<file path="src/design/tcw_pkg.sv">
`timescale 1ns / 1ps
`default_nettype none

package tcw_pkg;

	// default sizes of the cell store and tab step
	localparam int DEF_MAX_COLUMNS = 128;
	localparam int DEF_MAX_ROWS    = 64;
	localparam int DEF_TAB_STEP    = 5;

	// field widths
	localparam int CHAR_W    = 8;
	localparam int COL_W     = 7;
	localparam int LINE_W    = 6;
	localparam int CELL_W    = 16;
	localparam int CFG_IDX_W = 4;
	localparam int CFG_DAT_W = 8;

	// configuration register indexes
	localparam logic [CFG_IDX_W-1:0] CFG_SCREEN_COLUMNS    = 4'd0;
	localparam logic [CFG_IDX_W-1:0] CFG_SCREEN_ROWS       = 4'd1;
	localparam logic [CFG_IDX_W-1:0] CFG_BACKGROUND_COLOUR = 4'd2;
	localparam logic [CFG_IDX_W-1:0] CFG_FOREGROUND_COLOUR = 4'd3;

	// configuration reset values
	localparam logic [7:0] RST_SCREEN_COLUMNS = 8'd80;
	localparam logic [6:0] RST_SCREEN_ROWS    = 7'd25;
	localparam logic [3:0] RST_BACKGROUND     = 4'd0;
	localparam logic [3:0] RST_FOREGROUND     = 4'd7;

	// control characters
	localparam logic [CHAR_W-1:0] CH_BACKSPACE = 8'd8;
	localparam logic [CHAR_W-1:0] CH_TAB       = 8'd9;
	localparam logic [CHAR_W-1:0] CH_NEWLINE   = 8'd10;
	localparam logic [CHAR_W-1:0] CH_RETURN    = 8'd13;

	// controller to datapath commands
	typedef struct packed {
		logic load_char;
		logic exec;
		logic bs_commit;
		logic copy_step;
		logic fill_step;
		logic clear_step;
		logic cnt_reset;
		logic load_out;
	} ctl_cmd_t;

	// datapath to controller status
	typedef struct packed {
		logic is_bs;
		logic need_scroll;
		logic copy_last;
		logic fill_last;
		logic clear_last;
	} ctl_sts_t;

endpackage

`default_nettype wire

</file>
<file path="src/design/tcw_ctrl.sv">
`timescale 1ns / 1ps
`default_nettype none

module tcw_ctrl (
	input  logic                clk,
	input  logic                arst_n,
	input  logic                in_valid,
	output logic                in_stall,
	output logic                out_valid,
	input  logic                out_stall,
	input  tcw_pkg::ctl_sts_t   sts,
	output tcw_pkg::ctl_cmd_t   cmd
);
	import tcw_pkg::*;

	typedef enum logic [2:0] {
		ST_CLEAR,
		ST_IDLE,
		ST_DECODE,
		ST_BS,
		ST_SCROLL,
		ST_DRAIN,
		ST_FILL,
		ST_OUT
	} state_t;

	state_t state_q;
	logic   out_valid_q;
	logic   out_free;

	assign out_valid = out_valid_q;
	// output register can take a new result this cycle
	assign out_free  = !out_valid_q || !out_stall;

	// command decode per state
	always_comb begin
		cmd      = '0;
		in_stall = 1'b1;
		case (state_q)
			ST_CLEAR: begin
				cmd.clear_step = 1'b1;
			end
			ST_IDLE: begin
				in_stall      = 1'b0;
				cmd.load_char = in_valid;
			end
			ST_DECODE: begin
				cmd.exec      = 1'b1;
				cmd.cnt_reset = 1'b1;
			end
			ST_BS: begin
				cmd.bs_commit = 1'b1;
			end
			ST_SCROLL: begin
				cmd.copy_step = 1'b1;
			end
			ST_DRAIN: begin
				cmd.cnt_reset = 1'b1;
			end
			ST_FILL: begin
				cmd.fill_step = 1'b1;
			end
			ST_OUT: begin
				in_stall      = !out_free;
				cmd.load_out  = out_free;
				cmd.load_char = out_free && in_valid;
			end
			default: begin
				cmd = '0;
			end
		endcase
	end

	// state and output valid
	always_ff @(posedge clk or negedge arst_n) begin
		if (!arst_n) begin
			state_q     <= ST_CLEAR;
			out_valid_q <= 1'b0;
		end else begin
			if (cmd.load_out) begin
				out_valid_q <= 1'b1;
			end else if (!out_stall) begin
				out_valid_q <= 1'b0;
			end
			case (state_q)
				ST_CLEAR: begin
					if (sts.clear_last) state_q <= ST_IDLE;
				end
				ST_IDLE: begin
					if (in_valid) state_q <= ST_DECODE;
				end
				ST_DECODE: begin
					if (sts.is_bs) begin
						state_q <= ST_BS;
					end else if (sts.need_scroll) begin
						state_q <= ST_SCROLL;
					end else begin
						state_q <= ST_OUT;
					end
				end
				ST_BS: begin
					state_q <= ST_OUT;
				end
				ST_SCROLL: begin
					if (sts.copy_last) state_q <= ST_DRAIN;
				end
				ST_DRAIN: begin
					state_q <= ST_FILL;
				end
				ST_FILL: begin
					if (sts.fill_last) state_q <= ST_OUT;
				end
				ST_OUT: begin
					if (out_free) begin
						state_q <= in_valid ? ST_DECODE : ST_IDLE;
					end
				end
				default: begin
					state_q <= ST_IDLE;
				end
			endcase
		end
	end

endmodule

`default_nettype wire

</file>
<file path="config.mk">
export PLATFORM = sky130hd
export DESIGN_NAME = tcw_ctrl
export DESIGN_NICKNAME = d
export VERILOG_FILES = /design/src/design/tcw_pkg.sv /design/src/design/tcw_ctrl.sv
export SDC_FILE = /design/constraint.sdc
export NUM_CORES = 1
export LEC_CHECK = 0
export BUFFER_PORTS_ARGS = -buffer_cell sky130_fd_sc_hd__buf_4
export CAP_MARGIN = 20
export CORE_AREA = 2 2 39 41
export CTS_CLUSTER_SIZE = 10
export DETAILED_ROUTE_END_ITERATION = 8
export DIE_AREA = 0 0 41 43
export GPL_TIMING_DRIVEN = 0
export PLACE_DENSITY = 0.47
export SKIP_LAST_GASP = 1
export SLEW_MARGIN = 20
export SYNTH_ARGS = -nofsm -noshare
export SYNTH_HDL_FRONTEND = slang
export SYNTH_SLANG_ARGS = --single-unit
</file>
<file path="constraint.sdc">
create_clock -name clk -period 1.98 [get_ports clk]
set_clock_uncertainty 0.1 [all_clocks]
set_input_delay 0.099 -clock clk [delete_from_list [all_inputs] [get_ports clk]]
set_output_delay 0.099 -clock clk [all_outputs]
set_load 0.01 [all_outputs]
</file>
==> metrics <==
status finished, final reports clean; Num CTS Buffers 3; n_diodes 0; CP Capture Type output port; Pins Over Slew Limit 0; Seq/Total Area, Yosys 32.0%; met3 GRT Util 9.95%; total gr overflow 0; Unique masters post-synth 23; multi-input combinational cell area about 190 um^2; CTS clk-pin slew, worst paths 40 ps; CTS Buffer Depth 2; prevailing post-synth register cell dfrtp_1; WL per Instance around 11 um; critical path class reg -> out; vias in the first global route approximately 320; largest net degree at the start of global routing 11; first-pass GRT wire length 1270 um; Tot Pwr 0.745 mW; P_leak between 0.2 and 0.3 nW; CTS root buf clkbuf_4; largest fanout on the critical path 10; Fmax about 0.6 GHz; level count of the clock H-tree 1; gr usage total between 10% and 20%; Cell Pwr Density 1460 nW/um^2; Critical Path RT 1780 ps; Post-synth top cells a21oi_1 (4), dfrtp_1 (4), nor2_1 (4); Peak VDD IR 0.688 mV; initial antenna violation count 0; clk sinks 4; cell area after synthesis 313 um^2; number of routed nets with antenna violations 0; Async SR Flop Fraction 100%; Ys Warns 0; First-pass DRT Iterations 4; Worst-Margin Slew 351 ps; register area between 100 and 150 um^2; DR vias around 380; final net count 74; HP Class in -> async; share of post-route cells with drive strength above 1 38.1%; Post-CTS Setup Inserts 0; Syn Nets a little under 50; maxcap violations 0; endpoints failing setup 0; share of the synthesized area in the top cell type 32.0%; final WL about 870 um; Clock Latency Late Sink between 200 and 250 ps; startpoint types register; die area between 1500 and 2000 um^2; Post-Syn Area per Cell between 7 and 8 um^2; DRC Markers 0; Die W 41 um; number of vias per cell 4.84; CTS tree built; gr busiest metal met2; hpwl dp between 600 and 700 um; Final Hold Fails 0; unrepaired setup endpoints after global routing false; gpl congestion 0.684; Yosys top cell by area dfrtp_1; period utilization between 80% and 90%; slew margin rel. 76.6%; Yosys reg bits 4; Cells after Synth 40; IO Port Bufs 18; met2 usage 15.9%; FP Rows 14; initial core utilization roughly 23%; CORE AREA 1380 um^2; Ports 19; GR Util met1 ~13%; die height roughly 43 um; Area Growth Syn to Fin 63.2%; Filler Cell Count 147; Crit path arrival time 1510 ps; Synth area leaders dfrtp_1 (32%), mux2_1 (7.2%), a21oi_1 (6.4%); Iter 0 DRT Violations 8; fin crit period 1710 ps; number of flops mapped to enable cells by yosys 0; Fin Setup TNS 0 ps
timing repair:
action | 4_1_cts | 5_1_grt
endpoints found under the hold margin | 5 | 0
resized for setup | 0 | 0
hold buffers | 2 | 0
cells by family after synthesis:
group | after synthesis | share of synthesized area (%)
flip-flops | 4 | 32.0
buffers and inverters | 6 | 7.60
multiplexers | 3 | 10.4
AO/OA/AOI/OAI | 10 | 19.6
AND/OR/NAND/NOR | 17 | 30.4
power by group:
part | total [mW] | switching [mW] | leakage, nW | internal (mW)
Clock | 0.0994 | 0.0317 | 0.0138 | 0.0676
Combinational | 0.463 | 0.231 | 0.194 | 0.233
Sequential | 0.183 | 0.0605 | 0.0436 | 0.122
Total | 0.745 | 0.323 | 0.252 | 0.422
registers in the layout (all words and copies together) (netlist names):
register and count:
out_valid 1, state_q 3
cells in the final DEF (no fill, tap or decap), drive strengths merged:
cell type and instances:
a221o 1, nor2 4, dlygate4sd3 2, clkbuf 4, a21oi 4, nor3 2
or3 1, buf 19, mux2i 1, nor3b 2, nand2 3, or3b 1
dfrtp 4, mux2 2, inv 4, and3 2, o21bai 1, nand4 1
o21ai 3, a32oi 1, nand3 1
worst max-delay path: stages (launching register included):
cell      delay [ps]
dfrtp_1          420
clkbuf_1         330
nand3_1          180
a21oi_1          200
buf_4            160
layer usage:
layer / share of wire, % / routed length [um] / vias to the layer above
met5: 0 / 0 / -
met4: 0 / 0 / 0
met3: 10 / 87 / 0
met2: 46 / 395 / 14
met1: 44 / 384 / 176
li1: - / - / 192
area by class of cell:
type	count	area share [%]
Multi-Input combinational cell	30	37.0
Clock buffer	3	4.41
Timing Repair Buffer	20	30.4
Inverter	4	2.94
Buffer	2	1.72
Tap cell	16	3.92
Sequential cell	4	19.6
final timing paths:
path,from,to,slack [ps],depth (start not counted)
worst min-delay path,arst_n,out_valid,100,2
min in group clk,sts[4],state_q[2],130,4
worst max-delay path,state_q[1],cmd[0],270,4
worst max register to register,state_q[0],state_q[1],280,4
worst min register to register,out_valid,out_valid,430,2
max in group asynchronous,arst_n,state_q[0],1580,2
per-stage QoR:
stage	hold WS [ps]	util, %	area, um^2	instances	setup slack, ps
2_1_floorplan	-297	-	313	40	402
6_report	97.8	36.9	510	79	275
4_1_cts	93.2	36.9	510	79	259
3_3_place_gp	-203	33.8	468	74	262
3_5_place_dp	-202	33.8	468	74	270
5_1_grt	99.6	36.9	510	79	135
Power figures use the tool's default switching activity.
